$ cat src/design/rpaf_pkg.sv
// rpaf_pkg: shared types and constants of the rotate-about-focus block
// holds the transfer structs, the pipeline state struct and the cordic angle table
// no dependencies
package rpaf_pkg;

   // coordinate format (signed q16.16), fixed by the transfer structs
   localparam int COORD_WIDTH = 32;
   localparam int ANGLE_WIDTH = 16;
   // extra fraction bits carried through the cordic stages
   localparam int GUARD_BITS  = 12;
   // pre-rotated difference (coord+1), guard bits, cordic growth and headroom
   localparam int DATA_WIDTH  = COORD_WIDTH + GUARD_BITS + 4;
   // angle accumulator in units of 2^-32 turn
   localparam int Z_WIDTH     = 32;
   // gain multiply works on a 64-bit magnitude in two 32-bit halves
   localparam int HALF_WIDTH  = 32;
   localparam int MAG_WIDTH   = 2 * HALF_WIDTH;

   localparam int CORDIC_STEPS_DEF = 16;
   localparam int ATAN_ENTRIES     = 24;

   // inverse of the converged cordic gain, 0.60725293 in 0.32 format
   localparam logic [HALF_WIDTH-1:0] GAIN_K = 32'h9B74EDA8;

   // atan(2^-i) in units of 2^-32 turn
   localparam logic [Z_WIDTH-1:0] ATAN_TABLE [0:ATAN_ENTRIES-1] = '{
      32'h20000000, 32'h12E4051E, 32'h09FB385B, 32'h051111D4,
      32'h028B0D43, 32'h0145D7E1, 32'h00A2F61E, 32'h00517C55,
      32'h0028BE53, 32'h00145F2F, 32'h000A2F98, 32'h000517CC,
      32'h00028BE6, 32'h000145F3, 32'h0000A2FA, 32'h0000517D,
      32'h000028BE, 32'h0000145F, 32'h00000A30, 32'h00000518,
      32'h0000028C, 32'h00000146, 32'h000000A3, 32'h00000051
   };

   // coarse pre-rotation selected by the top two bits of the shifted angle
   typedef enum logic [1:0] {
      QUAD_0   = 2'd0,
      QUAD_90  = 2'd1,
      QUAD_180 = 2'd2,
      QUAD_270 = 2'd3
   } quad_type;

   typedef struct packed {
      logic signed [COORD_WIDTH-1:0] point_x;
      logic signed [COORD_WIDTH-1:0] point_y;
      logic signed [COORD_WIDTH-1:0] focus_x;
      logic signed [COORD_WIDTH-1:0] focus_y;
      logic        [ANGLE_WIDTH-1:0] angle_turn;
   } req_type;

   typedef struct packed {
      logic signed [COORD_WIDTH-1:0] rotated_x;
      logic signed [COORD_WIDTH-1:0] rotated_y;
   } rsp_type;

   // what travels down the cordic pipeline
   typedef struct packed {
      logic signed [DATA_WIDTH-1:0]  x;
      logic signed [DATA_WIDTH-1:0]  y;
      logic signed [Z_WIDTH-1:0]     z;
      logic signed [COORD_WIDTH-1:0] focus_x;
      logic signed [COORD_WIDTH-1:0] focus_y;
   } cordic_type;

endpackage

$ cat src/design/rpaf_gain.sv
// rpaf_gain: gain compensation, rounding, focus add and saturation for one coordinate
// four register stages; depends on rpaf_pkg (widths, GAIN_K)
module rpaf_gain
   import rpaf_pkg::*;
(
   input  logic                          clock,
   input  logic                          en,
   input  logic signed [DATA_WIDTH-1:0]  value_i,
   input  logic signed [COORD_WIDTH-1:0] focus_i,
   output logic signed [COORD_WIDTH-1:0] result_o
);

   localparam int REL_WIDTH = DATA_WIDTH - GUARD_BITS;
   localparam int SUM_WIDTH = REL_WIDTH + 1;
   localparam logic signed [DATA_WIDTH-1:0] ROUND_C = DATA_WIDTH'(1) << (GUARD_BITS - 1);
   localparam logic signed [COORD_WIDTH-1:0] MAX_C = {1'b0, {(COORD_WIDTH-1){1'b1}}};
   localparam logic signed [COORD_WIDTH-1:0] MIN_C = {1'b1, {(COORD_WIDTH-1){1'b0}}};

   // stage 1: sign and magnitude
   logic                          neg1_ff;
   logic [MAG_WIDTH-1:0]          mag1_ff;
   logic signed [COORD_WIDTH-1:0] foc1_ff;
   logic [DATA_WIDTH-1:0]         abs_val;
   logic [MAG_WIDTH-1:0]          mag1_in;

   // stage 2: partial products
   logic                          neg2_ff;
   logic [MAG_WIDTH-1:0]          plo2_ff;
   logic [MAG_WIDTH-1:0]          phi2_ff;
   logic signed [COORD_WIDTH-1:0] foc2_ff;
   logic [MAG_WIDTH-1:0]          plo2_in;
   logic [MAG_WIDTH-1:0]          phi2_in;

   // stage 3: scaled value with sign restored
   logic signed [DATA_WIDTH-1:0]  g3_ff;
   logic signed [COORD_WIDTH-1:0] foc3_ff;
   logic [MAG_WIDTH-1:0]          prod;
   logic signed [DATA_WIDTH-1:0]  g3_in;

   // stage 4: rounded, shifted, focus added, saturated
   logic signed [COORD_WIDTH-1:0] res4_ff;
   logic signed [COORD_WIDTH-1:0] res4_in;
   logic signed [DATA_WIDTH-1:0]  rounded;
   logic signed [REL_WIDTH-1:0]   rel;
   logic signed [SUM_WIDTH-1:0]   sum;

   always_comb begin
      abs_val = value_i[DATA_WIDTH-1] ? DATA_WIDTH'(-value_i) : DATA_WIDTH'(value_i);
      mag1_in = {{(MAG_WIDTH-DATA_WIDTH){1'b0}}, abs_val};

      plo2_in = MAG_WIDTH'(mag1_ff[HALF_WIDTH-1:0]) * MAG_WIDTH'(GAIN_K);
      phi2_in = MAG_WIDTH'(mag1_ff[MAG_WIDTH-1:HALF_WIDTH]) * MAG_WIDTH'(GAIN_K);

      // truncation toward zero: floor of the magnitude, then sign
      prod  = phi2_ff + {{HALF_WIDTH{1'b0}}, plo2_ff[MAG_WIDTH-1:HALF_WIDTH]};
      g3_in = neg2_ff ? -signed'(prod[DATA_WIDTH-1:0]) : signed'(prod[DATA_WIDTH-1:0]);

      // round half up, drop the guard bits
      rounded = g3_ff + ROUND_C;
      rel     = rounded[DATA_WIDTH-1:GUARD_BITS];
      sum     = SUM_WIDTH'(rel) + SUM_WIDTH'(foc3_ff);
      if (sum > SUM_WIDTH'(MAX_C)) begin
         res4_in = MAX_C;
      end else if (sum < SUM_WIDTH'(MIN_C)) begin
         res4_in = MIN_C;
      end else begin
         res4_in = sum[COORD_WIDTH-1:0];
      end
   end

   always_ff @(posedge clock) begin
      if (en) begin
         neg1_ff <= value_i[DATA_WIDTH-1];
         mag1_ff <= mag1_in;
         foc1_ff <= focus_i;
         neg2_ff <= neg1_ff;
         plo2_ff <= plo2_in;
         phi2_ff <= phi2_in;
         foc2_ff <= foc1_ff;
         g3_ff   <= g3_in;
         foc3_ff <= foc2_ff;
         res4_ff <= res4_in;
      end
   end

   assign result_o = res4_ff;

endmodule

$ cat config.mk
export PLATFORM = sky130hd
export DESIGN_NAME = rpaf_gain
export DESIGN_NICKNAME = d
export VERILOG_FILES = /design/src/design/rpaf_pkg.sv /design/src/design/rpaf_gain.sv
export SDC_FILE = /design/constraint.sdc
export NUM_CORES = 2
export LEC_CHECK = 0
export ABC_AREA = 1
export BUFFER_PORTS_ARGS = -buffer_cell sky130_fd_sc_hd__buf_2
export CAP_MARGIN = 20
export CORE_MARGIN = 5
export CORE_UTILIZATION = 52
export DETAILED_ROUTE_END_ITERATION = 10
export GPL_TIMING_DRIVEN = 0
export PLACE_DENSITY_LB_ADDON = 0.08
export SLEW_MARGIN = 20
export SYNTH_ARGS = -nofsm -noshare
export SYNTH_HDL_FRONTEND = slang
export SYNTH_SLANG_ARGS = --single-unit
$ cat constraint.sdc
create_clock -name clock -period 7.7 [get_ports clock]
set_input_delay 0.385 -clock clock [delete_from_list [all_inputs] [get_ports clock]]
set_output_delay 0.385 -clock clock [all_outputs]
set_load 0.01 [all_outputs]
Yosys cells after proc, flatten, opt, wreduce, memory -nomap -nowiden --
Cells that the tools add are included.
Cells by class: add/sub/neg operators 5, multiply operators 2, magnitude comparators 2, mux-type cells 3
Operators by type and width (count):
- $neg A48 Y48 | 2
- $mul A32 B29 Y61 const B | 1
- $add A48 B13 Y48 const B | 1
- $add A48 B32 Y48 | 1
- $mux W48 | 1
- $mux W47 | 1
- $mul A16 B29 Y45 const B | 1
- $add A36 B32 Y37 | 1
- $gt A37 B32 Y1 const B | 1
- $lt A37 B32 Y1 const B | 1
- $mux W32 | 1
Word-level totals: register bits 332, bits of input ports 82

Longest topological paths before layout --
depth after elaboration 4, gate-level depth with buffers 29, gate-level depth less buffers 29

Worst setup path before layout --
OpenSTA, ideal clock, no wires.
kind register to register, from register mag1_ff[8], to register plo2_ff[58] (data pin), arrival 6.297 ns, slack 1.145 ns, library setup time 0.258 ns, cell stages (with the launch flop) 27, path through edfxtp_1 inv_1 fa_1 fa_1 inv_1 fa_1 inv_1 fa_1 inv_1 fa_1 fa_1 fa_1 inv_1 fa_1 inv_1 ha_1 nand2_1 nor2_1 inv_1 nor2_1 inv_1 nor4_1 nand3_1 nand3_1 a21o_1 a21oi_1 xnor2_1
On the way: word-level cells in the longest chain between the ends 1
Ends and longest elaborated chain:
- start: declaration | RTL line rpaf_gain.sv:21 | logic [MAG_WIDTH-1:0] mag1_ff;
- start signal: assignment | RTL line rpaf_gain.sv:74 | mag1_ff <= mag1_in;
- $mul A32 B29 Y61 | RTL line rpaf_gain.sv:51 | plo2_in = MAG_WIDTH'(mag1_ff[HALF_WIDTH-1:0]) * MAG_WIDTH'(GAIN_K);
- net plo2_in[58] | RTL line rpaf_gain.sv:31 | logic [MAG_WIDTH-1:0] plo2_in;
- end signal: assignment | RTL line rpaf_gain.sv:77 | plo2_ff <= plo2_in;
- end: declaration | RTL line rpaf_gain.sv:28 | logic [MAG_WIDTH-1:0] plo2_ff;
The timed path passes the listed nets, and every way through them passes these cells. A chain may end at the register's enable or synchronous reset.

Worst setup path in the final report --
from register mag1_ff[1], to register plo2_ff[53] (data pin)
The elaborated chain is that of the path after synthesis.

==> impl_metrics.yaml <==
yosys:
  yosysWarningCount: 0
  netlist.top_cell.by_area: "fa_1"
  ys_top_cells_by_area: "fa_1, edfxtp_1, ha_1"
  yosys-top-cells-count: "inv_1, nand2_1, fa_1"
  netlist.area_leader.share_pct: 29.1
  yosysUniqueCellTypes: 53
  async_reset_ff_share_pct: 0
  synth_ff_type: "edfxtp_1"
  ys_seq_area_share_pct: 19.8
  synth.most_common_cell: "inv_1"
  syn_area_um2: 44200
  syn_avg_cell_area_um2: 9.04
  synth-seq-cells: 292
  synth_edf_count: 292
  syn_inst: 4894
  synth_nets: 6192
floorplanning:
  core_region_area_um2: 84700
  ios: 114
  row_count: 107
  dieArea_um2: 91000
  die_h_um: 302
  initial_core_util_pct: 52.2
  die_w_um: 302
worst_setup_path:
  r2r-start: "mag1_ff[1]"
  crit_required_ns: 8.07
  reg2reg_slack_ns: 0.34
  r2r_end: "plo2_ff[53]"
  worstSetupEndpoint: "plo2_ff[53]"
  startpoint: "mag1_ff[1]"
  worst-setup-path-type: "flip-flop to flip-flop"
  crit_fanout: 9
  arrival_ns: 7.73
  endpoint_kind: "flip-flop"
  reg2regPathDepth: 23
  startpoint_type: "flip-flop"
route:
  drc: 0
  firstDrtPassIters: 5
  totalWireLength_mm: 118
  via_per_inst: 5.10
  wl_per_cell_um: 18.8
  drtIter0Drc: 1963
  vias: 32200
  antenna_left: 0
placed_design:
  numPlacedInstances: 6154
  post-dp-hpwl_mm: 103
  pre_cts_ws_ns: -0.0863
  numPortBuffers: 113
  gp_congestion: 0.931
timing:
  finalCriticalPeriod_ns: 7.36
  finClkSkew_ns: 0.0348
  fin_ws_ns: 0.345
  relSlewSlack_pct: 33.3
  grt_setup_unrepaired: "false"
  drv_slew: 0
  period_share_pct: 95.5
  worst_slew_pin_slew_ns: 1.00
  fmax_mhz: 136
  finalHoldViolCount: 0
  setup_viol: 0
outcome:
  status: "finished clean"
cells_and_area:
  drive_above_1_share_pct: 6.12
  fin_util_pct: 57.0
  final_cells: 6306
  final_nets: 6432
  area_growth_pct: 9.29
  num_antenna_cells: 0
clocking:
  clkTransAtPathRegs_ns: 0.07
  cts_root_buffer: "clkbuf_16"
  clk_path_buf_depth: 3
  clk_latency_ns: 0.58
  cts_inserted_buffers: 36
  cts_tree: "done"
  htreeDepth: 2
  cts_sinks: 292
global_route:
  grt_max_degree: 102
  gr-total-overflow: 0
  grt_use_total_pct: 26.8
  grt_pass1_vias: 33400
  grt_antenna_before_repair: 2
  grt_pass1_wl_mm: 187
run:
  max-cap-violations: 0
worst_hold_path:
  hold_class: "input pin to flip-flop"
-- worst min-delay path by stage --
stage / from / endpoint / depth (start not counted)
2_1_floorplan: foc1_ff[0] / foc2_ff[0] / 0
3_3_place_gp: foc2_ff[24] / foc3_ff[24] / 0
3_5_place_dp: foc1_ff[16] / foc2_ff[16] / 0
4_1_cts: value_i[2] / mag1_ff[2] / 3
5_1_grt: en / mag1_ff[38] / 1
6_report: value_i[2] / mag1_ff[2] / 3
-- cells in the final DEF, fill, tap and decap left out, types with 6 or more instances in the layout --
cell type         n
inv_1          1283
nand2_1         773
fa_1            643
ha_1            573
nor2_1          315
edfxtp_1        292
a21oi_1         172
xor2_1          148
nand3_1         138
buf_2           115
o21ai_0          94
xnor2_1          65
nand4_1          53
a31oi_1          46
nor3_1           45
buf_4            45
clkbuf_16        36
a21o_1           33
dlygate4sd3_1    32
nor4_1           29
nand2_2          18
nor2_2           16
inv_2            14
nand3b_1         14
o21a_1           13
clkinv_1         13
buf_12           12
o21ai_1          11
o21bai_1          9
clkbuf_1          9
o211ai_1          7
nor2_4            7
o21ai_2           6
clkinv_4          6
-- kinds of logic after synthesis --
logic type	share of synthesized area, %
buffers and inverters	11.2
DFF	19.8
AOI/OAI and AO/OA	5.64
adders and majority gates	45.3
xor gates and xnor gates	4.29
and+or+nand+nor	13.8
-- state kept, by name (all words and copies together) (netlist names) --
signal and count:
foc1_ff 32, phi2_ff 45, foc3_ff 32, result_o 32
neg1_ff 1, foc2_ff 32, g3_ff 37, plo2_ff 32
neg2_ff 1, mag1_ff 48
-- layout make-up --
class / instances / area (um^2)
plain buffers: 13 / 63.8
inverters: 1301 / 4890
clock buffers: 38 / 908
multi-input cells: 3288 / 30500
repair buffers: 202 / 1530
flip-flops and latches: 292 / 8770
clock inverters: 28 / 218
fillers: 7818 / 36400
well taps: 1144 / 1430
-- layer usage --
metal	wire length, um	part of all wire, %	global-route usage (%)	vias up
met4	2810	2.4	6.24	6
met1	54900	46	38.2	15500
met5	59	0.050	0	-
met2	53200	45	42.7	774
li1	-	-	-	15800
met3	7500	6.3	5.29	144
-- critical path, stage by stage (launching register included) --
cell and delay (ns):
edfxtp_1 1.01, fa_1 0.55, inv_1 0.08, fa_1 0.41
inv_1 0.06, ha_1 0.13, inv_1 0.06, fa_1 0.46
fa_1 0.55, inv_1 0.05, fa_1 0.48, fa_1 0.66
inv_1 0.09, fa_1 0.50, inv_1 0.04, ha_1 0.31
nand2_1 0.08, nor2_1 0.23, nand2_1 0.11, o211ai_1 0.48
a21o_1 0.24, a21oi_1 0.12, o21ai_0 0.20, xor2_1 0.24
-- timing repair --
item,4_1_cts,5_1_grt
endpoints found under the setup margin,6,18
hold buffers,32,0
resized for setup,1,3
hold endpoints to repair,32,0
gates cloned,0,0
buffers inserted,7,47
-- per-stage QoR --
stage	setup TNS (ns)	hold slack, ns	area [um^2]
floorplan	0	0.400	44200
global placement	-0.277	0.402	46200
finish	0	0.123	48300
detailed placement	-0.299	0.405	46300
CTS	0	0.0937	47800
global route	0	0.104	48300
Power is left out: the tool's default activity adds up to more than one toggle a clock period on the data nets, which glitch-free logic cannot reach.
