===== src/design/rpaf_pkg.sv =====
// rpaf_pkg: shared types and constants of the rotate-about-focus block
// holds the transfer structs, the pipeline state struct and the cordic angle table
// no dependencies
package rpaf_pkg;

   // coordinate format (signed q16.16), fixed by the transfer structs
   localparam int COORD_WIDTH = 32;
   localparam int ANGLE_WIDTH = 16;
   // extra fraction bits carried through the cordic stages
   localparam int GUARD_BITS  = 12;
   // pre-rotated difference (coord+1), guard bits, cordic growth and headroom
   localparam int DATA_WIDTH  = COORD_WIDTH + GUARD_BITS + 4;
   // angle accumulator in units of 2^-32 turn
   localparam int Z_WIDTH     = 32;
   // gain multiply works on a 64-bit magnitude in two 32-bit halves
   localparam int HALF_WIDTH  = 32;
   localparam int MAG_WIDTH   = 2 * HALF_WIDTH;

   localparam int CORDIC_STEPS_DEF = 16;
   localparam int ATAN_ENTRIES     = 24;

   // inverse of the converged cordic gain, 0.60725293 in 0.32 format
   localparam logic [HALF_WIDTH-1:0] GAIN_K = 32'h9B74EDA8;

   // atan(2^-i) in units of 2^-32 turn
   localparam logic [Z_WIDTH-1:0] ATAN_TABLE [0:ATAN_ENTRIES-1] = '{
      32'h20000000, 32'h12E4051E, 32'h09FB385B, 32'h051111D4,
      32'h028B0D43, 32'h0145D7E1, 32'h00A2F61E, 32'h00517C55,
      32'h0028BE53, 32'h00145F2F, 32'h000A2F98, 32'h000517CC,
      32'h00028BE6, 32'h000145F3, 32'h0000A2FA, 32'h0000517D,
      32'h000028BE, 32'h0000145F, 32'h00000A30, 32'h00000518,
      32'h0000028C, 32'h00000146, 32'h000000A3, 32'h00000051
   };

   // coarse pre-rotation selected by the top two bits of the shifted angle
   typedef enum logic [1:0] {
      QUAD_0   = 2'd0,
      QUAD_90  = 2'd1,
      QUAD_180 = 2'd2,
      QUAD_270 = 2'd3
   } quad_type;

   typedef struct packed {
      logic signed [COORD_WIDTH-1:0] point_x;
      logic signed [COORD_WIDTH-1:0] point_y;
      logic signed [COORD_WIDTH-1:0] focus_x;
      logic signed [COORD_WIDTH-1:0] focus_y;
      logic        [ANGLE_WIDTH-1:0] angle_turn;
   } req_type;

   typedef struct packed {
      logic signed [COORD_WIDTH-1:0] rotated_x;
      logic signed [COORD_WIDTH-1:0] rotated_y;
   } rsp_type;

   // what travels down the cordic pipeline
   typedef struct packed {
      logic signed [DATA_WIDTH-1:0]  x;
      logic signed [DATA_WIDTH-1:0]  y;
      logic signed [Z_WIDTH-1:0]     z;
      logic signed [COORD_WIDTH-1:0] focus_x;
      logic signed [COORD_WIDTH-1:0] focus_y;
   } cordic_type;

endpackage


===== src/design/rpaf_cordic_stage.sv =====
// rpaf_cordic_stage: one registered micro-rotation of the cordic pipeline
// depends on rpaf_pkg (cordic_type, ATAN_TABLE)
module rpaf_cordic_stage
   import rpaf_pkg::*;
#(
   parameter int STEP = 0
) (
   input  logic       clock,
   input  logic       en,
   input  cordic_type cur_stage,
   output cordic_type nxt_stage
);

   localparam logic signed [Z_WIDTH-1:0] ATAN_C = signed'(ATAN_TABLE[STEP]);

   cordic_type stage_ff;
   cordic_type stage_in;
   logic signed [DATA_WIDTH-1:0] x_shift;
   logic signed [DATA_WIDTH-1:0] y_shift;

   always_comb begin
      x_shift  = cur_stage.x >>> STEP;
      y_shift  = cur_stage.y >>> STEP;
      stage_in = cur_stage;
      // rotate towards zero residual angle
      if (!cur_stage.z[Z_WIDTH-1]) begin
         stage_in.x = cur_stage.x - y_shift;
         stage_in.y = cur_stage.y + x_shift;
         stage_in.z = cur_stage.z - ATAN_C;
      end else begin
         stage_in.x = cur_stage.x + y_shift;
         stage_in.y = cur_stage.y - x_shift;
         stage_in.z = cur_stage.z + ATAN_C;
      end
   end

   always_ff @(posedge clock) begin
      if (en) begin
         stage_ff <= stage_in;
      end
   end

   assign nxt_stage = stage_ff;

endmodule


===== config.mk =====
export PLATFORM = sky130hd
export DESIGN_NAME = rpaf_cordic_stage
export DESIGN_NICKNAME = d
export VERILOG_FILES = /design/src/design/rpaf_pkg.sv /design/src/design/rpaf_cordic_stage.sv
export SDC_FILE = /design/constraint.sdc
export NUM_CORES = 1
export LEC_CHECK = 0
export BUFFER_PORTS_ARGS = -buffer_cell sky130_fd_sc_hd__buf_4
export CORE_MARGIN = 1
export CORE_UTILIZATION = 49
export CTS_BUF_LIST = sky130_fd_sc_hd__clkbuf_8 sky130_fd_sc_hd__clkbuf_16
export DETAILED_ROUTE_END_ITERATION = 10
export PLACE_DENSITY = 0.78
export REMOVE_ABC_BUFFERS = 1
export SLEW_MARGIN = 10
export SYNTH_ARGS = -nofsm -noshare
export SYNTH_HDL_FRONTEND = slang
export SYNTH_SLANG_ARGS = --single-unit

===== constraint.sdc =====
create_clock -name clock -period 3 [get_ports clock]
set_clock_uncertainty 0.05 [all_clocks]
set_input_delay 0.45 -clock clock [delete_from_list [all_inputs] [get_ports clock]]
set_output_delay 0.45 -clock clock [all_outputs]
set_load 0.05 [all_outputs]

# Yosys cells after proc, flatten, opt, wreduce, memory -nomap -nowiden
# Cells that the tools add are included.
word_totals:
  reg_bits: 192
op_classes:
  addsub: 5
  mux: 1
op_table:
  columns: ["op", "count"]
  rows:
  - ["two-way mux 128 bit", 1]
  - ["subtractor 48 bit", 2]
  - ["adder 48 bit", 1]
  - ["adder 32 x 31 -> 32 bit, second input constant", 1]
  - ["subtractor 32 x 31 -> 32 bit, second input constant", 1]

# Longest topological paths before layout
# Gate-level depths: netlist (run 1).
depth:
  ltp_word: 2
  depth_mapped: 13

# Worst setup path before layout (run 1)
# OpenSTA, ideal clock, no wires.
synth_path:
  path_kind: "input-to-reg"
  from: "input port cur_stage[96] (netlist bit)"
  to: "register stage_ff, in the netlist nxt_stage[142] (data pin)"
  setup_ns: 0.258
  t_arrival_ns: 3.000
  required_time_ns: 2.692
  slack_ns: -0.308
  cell_stages: 11
  path_cell_list: "ha_1 -> fa_1 -> nor3b_2 -> o31ai_4 -> a211oi_1 -> or3_4 -> a211oi_4 -> nor4_2 -> or4_4 -> a211oi_2 -> xnor2_1"
synth_rtl:
  columns: ["element", "line_no", "source"]
  rows:
  - ["start, declared", "rpaf_cordic_stage.sv:10", "input cordic_type cur_stage,"]
  - ["end signal, assigned", "rpaf_cordic_stage.sv:39", "stage_ff <= stage_in;"]
  - ["end, declared", "rpaf_cordic_stage.sv:16", "cordic_type stage_ff;"]

==> results of run 1 <==
==> power by group through the flow <==
| stage | sequential (mW) | combinational, mW | clock, mW |
|---|---|---|---|
| detailed placement | 3.56 | 4.86 | 0 |
| global route | 3.54 | 5.39 | 2.63 |
| global placement | 3.55 | 4.80 | 0 |
| floorplan | 4.71 | 1.44 | 0 |
| CTS | 3.51 | 4.98 | 2.56 |
| finish | 3.52 | 5.21 | 2.56 |
==> area by class of cell <==
| class | instances | area (sq um) | area share, % |
|---|---|---|---|
| Multi-Input combinational cell | 1161 | 8640 | 38.7 |
| Timing Repair Buffer | 823 | 6270 | 28.1 |
| Sequential cell | 191 | 5740 | 25.7 |
| Inverter | 148 | 556 | 2.49 |
| Tap cell | 384 | 480 | 2.15 |
| Clock buffer | 17 | 425 | 1.90 |
| Clock inverter | 15 | 228 | 1.02 |
==> per-stage QoR <==
step	instance area (sq um)	power, mW	hold WS, ns	setup slack (ns)	TNS (ns)
2_1_floorplan	14300	6.15	0.499	-0.319	-3.99
3_3_place_gp	21000	8.35	0.578	-0.858	-35.29
3_5_place_dp	21000	8.42	0.580	-0.922	-38.76
4_1_cts	22000	11.0	0.0788	-0.0859	-0.216
5_1_grt	22300	11.6	0.0816	-0.180	-2.72
6_report	22300	11.3	0.0883	-0.142	-0.892
==> cells in the final DEF (no fill, tap or decap), types with 18 or more instances in the layout <==
| cell type | Yosys | layout |
|---|---|---|
| buf_4 | 4 | 813 |
| edfxtp_1 | 191 | 191 |
| a21oi_1 | 179 | 166 |
| inv_1 | 145 | 137 |
| ha_1 | 141 | 127 |
| nor2_1 | 127 | 124 |
| nand2_1 | 109 | 107 |
| o21ai_0 | 90 | 78 |
| xnor2_1 | 80 | 78 |
| o21bai_1 | 35 | 34 |
| a21o_1 | 34 | 34 |
| nor3_1 | 30 | 25 |
| nand3_1 | 23 | 23 |
| nand4_1 | 20 | 20 |
| nor2b_1 | 19 | 18 |
==> critical path, stage by stage <==
cell and delay [ns]:
buf_8 0.10, ha_4 0.15, fa_2 0.37, nor3b_4 0.18, o31ai_4 0.29, a211oi_4 0.14, or3_4 0.43, a211oi_4 0.36
nor4_4 0.07, or4_4 0.46, a211oi_2 0.21, xnor2_1 0.09
==> worst max-delay path by stage <==
stage                        start              to  slack, ns  cells past startpoint
global placement    cur_stage[107]  nxt_stage[179]      -0.86                     14
CTS                  cur_stage[96]  nxt_stage[142]      -0.09                     12
finish              cur_stage[144]  nxt_stage[142]      -0.14                     12
floorplan            cur_stage[96]  nxt_stage[142]      -0.32                     11
global route        cur_stage[144]  nxt_stage[142]      -0.18                     12
detailed placement  cur_stage[107]  nxt_stage[179]      -0.92                     14
==> cell families after synthesis <==
group,after synthesis
XOR/XNOR,92
AND/OR/NAND/NOR,396
adder cells (fa/ha/maj),145
multiplexers,17
AO/OA/AOI/OAI,511
flip-flops,191
buffers and inverters,212
==> per-layer routing <==
metal  global-route usage (%)  vias to the layer above  share of wire, %
li1                         -                     7220                 -
met1                     55.1                     7927                39
met2                     67.8                     1183                46
met3                     7.42                      242               9.9
met4                     18.8                        0               5.0
met5                        0                        -                 0
==> timing repair <==
item / 4_1_cts / 5_1_grt
setup buffers: 3 / 5
setup endpoints to repair: 48 / 48
resized for setup: 68 / 71
hold buffers: 0 / 0
pin swaps: 14 / 29
==> summary.md, run 1 <==
| Metric | Value |
|---|---|
| Status | finished with violations |
| Failing checks | design-rule violations, negative setup slack |
| Count leader, synth | edfxtp_1 |
| Die width | 175 um |
| H-tree depth | 4 |
| IO Count | 386 |
| Asr flop ratio synth | 0% |
| Iteration-0 DRC Markers | 2,115 |
| Clock Power Share | 22.7% |
| Detailed Routing Iterations Pass 1 | 11 |
| Count of buffers from port buffering | 385 |
| CTS sink cnt | 191 |
| Synth area leaders | edfxtp_1 39%, ha_1 12%, a21oi_1 6.1%, xnor2_1 4.8%, inv_1 3.7% |
| First-pass GRT wire length | 96.4 mm |
| DR vias | 16,600 |
| Post-synth top flop | edfxtp_1 |
| Reg clk slew, reported paths | 0.10 ns |
| DR WL/cell | 24.2 um |
| Final Core Density | 77.0% |
| Max reg flops | 191 |
| Final Non-Filler Cells | 2,739 |
| Worst Min Path Start | cur_stage[70] |
| Pwr dens | 505 nW/um^2 |
| Synthesized-area fraction occupied by adder cells | 12.6% |
| Grt ovf | 0 |
| Final #Nets | 2,681 |
| Residual DRC count | 1 |
| Max clock buf depth | 2 |
| CTS buffer count | 17 |
| Internal Pwr Total | 6.50 mW |
| Pin count of the biggest net entering global routing | 93 |
| Top post-synthesis cells by count | 191 x edfxtp_1, 179 x a21oi_1, 145 x inv_1 |
| Final wirelength | 66.2 mm |
| Yosys reg bits | 191 |
| Leakage | 10.2 nW |
| Syn avg cell area | 9.35 sq um |
| Final Max Tran Viols | 0 |
| Vias per inst | 6.05 |
| Post-DRT Antenna Nets | 0 |
| Combinational share of power | 46.2% |
| Core ar. | 29,000 sq um |
| Rows | 62 |
| Max FO, Critical Path | 3 |
| Placed cells | 2,700 |
| Switching share of power | 42.4% |
| Share of layout cells above drive strength 1 | 41.7% |
| Die Height | 175 um |
| Yosys top cell by area | edfxtp_1 |
| Reg power frac | 31.2% |
| TritonCTS clock tree | done |
| Placer congestion estimate | 1.04 |
| Crit Path Class | in -> reg |
| Antenna Diode Count | 0 |
| Critical Path AT | 3.32 ns |
| Synth top area share | 39.2% |
| Initial antenna violation count | 0 |
| Mapped Cells | 1,564 |
| Fillers | 2,047 |
| Number of global-route vias before repair | 16,200 |
| WP data required | 3.18 ns |
| RSZ-0062 raised after global routing | yes |
| Max-cap violations | 0 |
| Mux cell area share after synthesis | 1.16% |
| Hold endpoint | nxt_stage[70] |
| Largest family of logic cells by synthesized area | compound AO/OA/AOI/OAI gates |
| Worst setup margin | -0.142 ns |
| Yosys cell types | 88 |
| Die area | 30,500 sq um |
| Final setup violating endpoints | 13 |
| Synthesized area | 14,600 sq um |
| Synth Area in Simple Gates | 13.0% |
| Slew @ Worst Pin | 0.851 ns |
| Sequential share of the synthesized area | 39.2% |
| Post-synthesis compound-gate area fraction | 22.8% |
| Post-synth EDFFs | 191 |
| Worst Hold Path Cells | 1 |
| FMAX | 0.318 GHz |
| Layout area overhead | 52.8% |
| All-Layer GR Usage | 42.0% |
| YS warnings | 0 |
| Startpoint Class | input port |
| Final Hold Vio Count | 0 |
| Max-slew headroom | 41.8% |
| Final Cycle Share | 105% |
| Initial Util | 50.4% |
| Clock root cell | clkbuf_16 |
| XOR/XNOR Fraction of Synth Area | 5.51% |
| Sw power | 4.79 mW |
| Worst setup EP type | flop |
| Path type of the worst min-delay path | in -> reg |
| Post-route minimum period | 3.14 ns |
| Dpl hpwl | 51.9 mm |
| Max VDD drop | 0.467 mV |
No activity file was read; power rests on OpenSTA's default activity.
==> inputs of run 2 (changes only) <==
--- a/config.mk
+++ b/config.mk
@@ -5,12 +5,14 @@
 export SDC_FILE = /design/constraint.sdc
 export NUM_CORES = 1
 export LEC_CHECK = 0
+export ABC_AREA = 1
 export BUFFER_PORTS_ARGS = -buffer_cell sky130_fd_sc_hd__buf_4
-export CORE_MARGIN = 1
-export CORE_UTILIZATION = 49
+export CORE_ASPECT_RATIO = 0.8
+export CORE_MARGIN = 2
+export CORE_UTILIZATION = 52
 export CTS_BUF_LIST = sky130_fd_sc_hd__clkbuf_8 sky130_fd_sc_hd__clkbuf_16
 export DETAILED_ROUTE_END_ITERATION = 10
-export PLACE_DENSITY = 0.78
+export PLACE_DENSITY = 0.79
 export REMOVE_ABC_BUFFERS = 1
 export SLEW_MARGIN = 10
 export SYNTH_ARGS = -nofsm -noshare
==> summary.md, run 2 <==
| Metric | Value |
|---|---|
| Reg power frac | 32.3% (+1.1 points) |
| Synth area leaders | edfxtp_1 31%, nand2_1 21%, inv_1 11%, ha_1 9.5%, nand3_1 6.4% |
| Iteration-0 DRC Markers | 2,797 (+32%) |
| Slew @ Worst Pin | 0.896 ns (+0.0451 ns) |
| Internal Pwr Total | 5.94 mW (-8.5%) |
| Leakage | 12.4 nW (+22%) |
| DR WL/cell | 20.8 um (-14%) |
| Initial Util | 53.0% (+2.7 points) |
| Worst setup EP type | flop |
| Final wirelength | 78.6 mm (+19%) |
| Core ar. | 34,900 sq um (+20%) |
| Final Hold Vio Count | 0 (unchanged) |
| TritonCTS clock tree | done |
| Max-slew headroom | 40.2% (-1.5 points) |
| DR vias | 21,100 (+27%) |
| Total Power | 10.6 mW (-6.2%) |
| H-tree depth | 4 (unchanged) |
| Sequential share of the synthesized area | 31.0% (-8.2 points) |
| Placer congestion estimate | 1.05 (+1.0%) |
| Pin count of the biggest net entering global routing | 69 (-26%) |
| Post-CTS Hold Buffers | 0 (unchanged) |
| IO Count | 386 (unchanged) |
| Post-synth top flop | edfxtp_1 |
| Final Max Tran Viols | 0 (unchanged) |
| DP Area | 22,300 sq um (+5.9%) |
| Detailed Routing Iterations Pass 1 | 8 (-3) |
| Commonest non-fill, non-tap cell in the layout | nand2_1 |
| Max-cap violations | 0 (unchanged) |
| Dpl hpwl | 65.8 mm (+27%) |
| Number of global-route vias before repair | 20,100 (+24%) |
| Share of layout cells above drive strength 1 | 17.9% (-24 points) |
| Max reg flops | 191 (unchanged) |
| Clock root cell | clkbuf_16 |
| RSZ-0062 raised after global routing | no |
| Max clock buf depth | 2 (unchanged) |
| Status | completed |
| CTS sink cnt | 191 (unchanged) |
| Post-DRT Antenna Nets | 0 (unchanged) |
| Grt ovf | 0 (unchanged) |
| Count leader, synth | nand2_1 |
| Switching share of power | 43.9% (+1.4 points) |
| Post-route cell area | 22,900 sq um (+2.3%) |
| Crit Path Class | in -> reg |
| WP data required | 3.20 ns (+0.02 ns) |
| Sw power | 4.64 mW (-3.0%) |
| Path type of the worst min-delay path | in -> reg |
| Post-route minimum period | 2.65 ns (-0.488 ns) |
| Yosys top cell by area | edfxtp_1 |
| Critical path origin | cur_stage[138] |
| Max FO, Critical Path | 8 (+5) |
| Setup WS pre-CTS | -0.0478 ns (+0.874 ns) |
| Synth top area share | 31.0% (-8.2 points) |
| Yosys reg bits | 191 (unchanged) |
| Cts repair resizes | 0 (-100%) |
| First-pass GRT wire length | 115 mm (+19%) |
| Post CTS Setup Buffer Count | 0 (-3) |
| Die Height | 173 um (-1.1%) |
| Worst setup margin | 0.346 ns (+0.488 ns) |
| Rows | 61 (-1.6%) |
| Initial antenna violation count | 5 (+5) |
| Final setup violating endpoints | 0 (-13) |
| Final Cycle Share | 88.5% (-16 points) |
| Startpoint Class | input port |
| Syn avg cell area | 6.48 sq um (-31%) |
| Vias per inst | 5.59 (-7.6%) |
| CTS buffer count | 17 (unchanged) |
| Die area | 37,100 sq um (+22%) |
| Top post-synthesis cells by count | 1,017 x nand2_1, 545 x inv_1, 238 x nor2_1 |
| Critical Path AT | 2.85 ns (-0.47 ns) |
| Mapped Cells | 2,856 (+83%) |
| Most frequent cells in the layout | 1,017 x nand2_1, 545 x inv_1, 471 x buf_4 |
| Post-synth EDFFs | 191 (unchanged) |
| Reg clk slew, reported paths | 0.08 ns (-0.02 ns) |
| Fillers | 3,067 (+50%) |
| Combinational share of power | 44.7% (-1.5 points) |
| Final #Nets | 3,624 (+35%) |
| FMAX | 0.377 GHz (+18%) |
| Layout area overhead | 23.5% |
| Count of buffers from port buffering | 385 (unchanged) |
| All-Layer GR Usage | 41.3% (-0.76 points) |
| Max VDD drop | 0.562 mV (+20%) |
| Clock Power Share | 23.0% (+0.3 points) |
| Synthesized area | 18,500 sq um (+27%) |
| Asr flop ratio synth | 0% (unchanged) |
| Pwr dens | 463 nW/um^2 (-8.3%) |
| Crit path capture | nxt_stage[191] |
| Residual DRC count | 0 (-1) |
| YS warnings | 0 (unchanged) |
| Die width | 215 um (+23%) |
| Yosys cell types | 40 (-55%) |
[run 2: changes by cell type in the layout (fill, tap and decap cells not counted), moves of 17 or more]
cell	change
nor3_1	-18
nand2_1	+910
inv_1	+408
xnor2_1	-77
a21o_1	-33
a21oi_1	-42
xor2_1	+18
nand3_1	+213
nor2_1	+114
mux2i_1	-17
nor2b_1	-18
buf_4	-342
nor2_2	+28
[run 2: per-layer routing]
metal	track usage [%]	routed length, um
met5	0	13
met4	16.6	3020
met3	10.1	9100
met2	64.5	34700
met1	55.0	31800
[run 2: cell type report]
type	count	area (sq um)	area share (%)
Multi-Input combinational cell	2048	10300	44.9
Sequential cell	191	5740	25.1
Timing Repair Buffer	474	3590	15.7
Inverter	553	2080	9.08
Tap cell	472	591	2.58
Clock buffer	17	425	1.86
Clock inverter	15	171	0.750
Antenna cell	4	10.0	0.0438
[run 2: how the worst min path moves through the flow]
stage          cells past startpoint  slack, ns          start       endpoint
2_1_floorplan                      0       0.50   cur_stage[0]   nxt_stage[0]
3_3_place_gp                       1       0.58  cur_stage[15]  nxt_stage[15]
3_5_place_dp                       1       0.58  cur_stage[32]  nxt_stage[32]
4_1_cts                            1       0.06  cur_stage[13]  nxt_stage[13]
5_1_grt                            1       0.08  cur_stage[65]  nxt_stage[65]
6_report                           1       0.07  cur_stage[43]  nxt_stage[43]
[run 2: worst max-delay path, cell delays in order]
cell and delay [ns]:
buf_4 0.11, inv_1 0.05, ha_1 0.59, inv_1 0.27, a21oi_1 0.42, nand2_1 0.19
nand2_1 0.09, nand2_1 0.06, a21oi_1 0.23, nand3_1 0.11, nand2_1 0.08, nand2_1 0.07
nand2_1 0.06, nand2_1 0.05
[run 2: power by group through the flow]
stage	clock, mW	combinational [mW]	sequential (mW)
2_1_floorplan	0	1.77	4.49
3_3_place_gp	0	4.49	3.46
3_5_place_dp	0	4.56	3.47
4_1_cts	2.44	4.59	3.42
5_1_grt	2.51	4.98	3.44
6_report	2.44	4.73	3.42
[run 2: kinds of logic (layout without fill, tap and decap cells)]
family / Yosys count / after routing / share of synthesized area, %
xor+xnor: 31 / 31 / 1.47
flops: 191 / 191 / 31.0
simple gates: 1607 / 1607 / 36.2
other cells: 0 / 4 / 0
fa+ha+maj: 145 / 145 / 9.97
compound gates: 265 / 265 / 7.88
buf+inv: 617 / 1059 / 13.5
[run 2: stage by stage]
stage          instances  TNS [ns]  utilization (%)  hold WS (ns)
2_1_floorplan       2792         0                -         0.499
5_1_grt             3774         0             65.5        0.0765
6_report            3774         0             65.5        0.0741
3_5_place_dp        3738    -0.168             63.8         0.580
4_1_cts             3770         0             65.5        0.0567
3_3_place_gp        3738   -0.0833             63.8         0.578
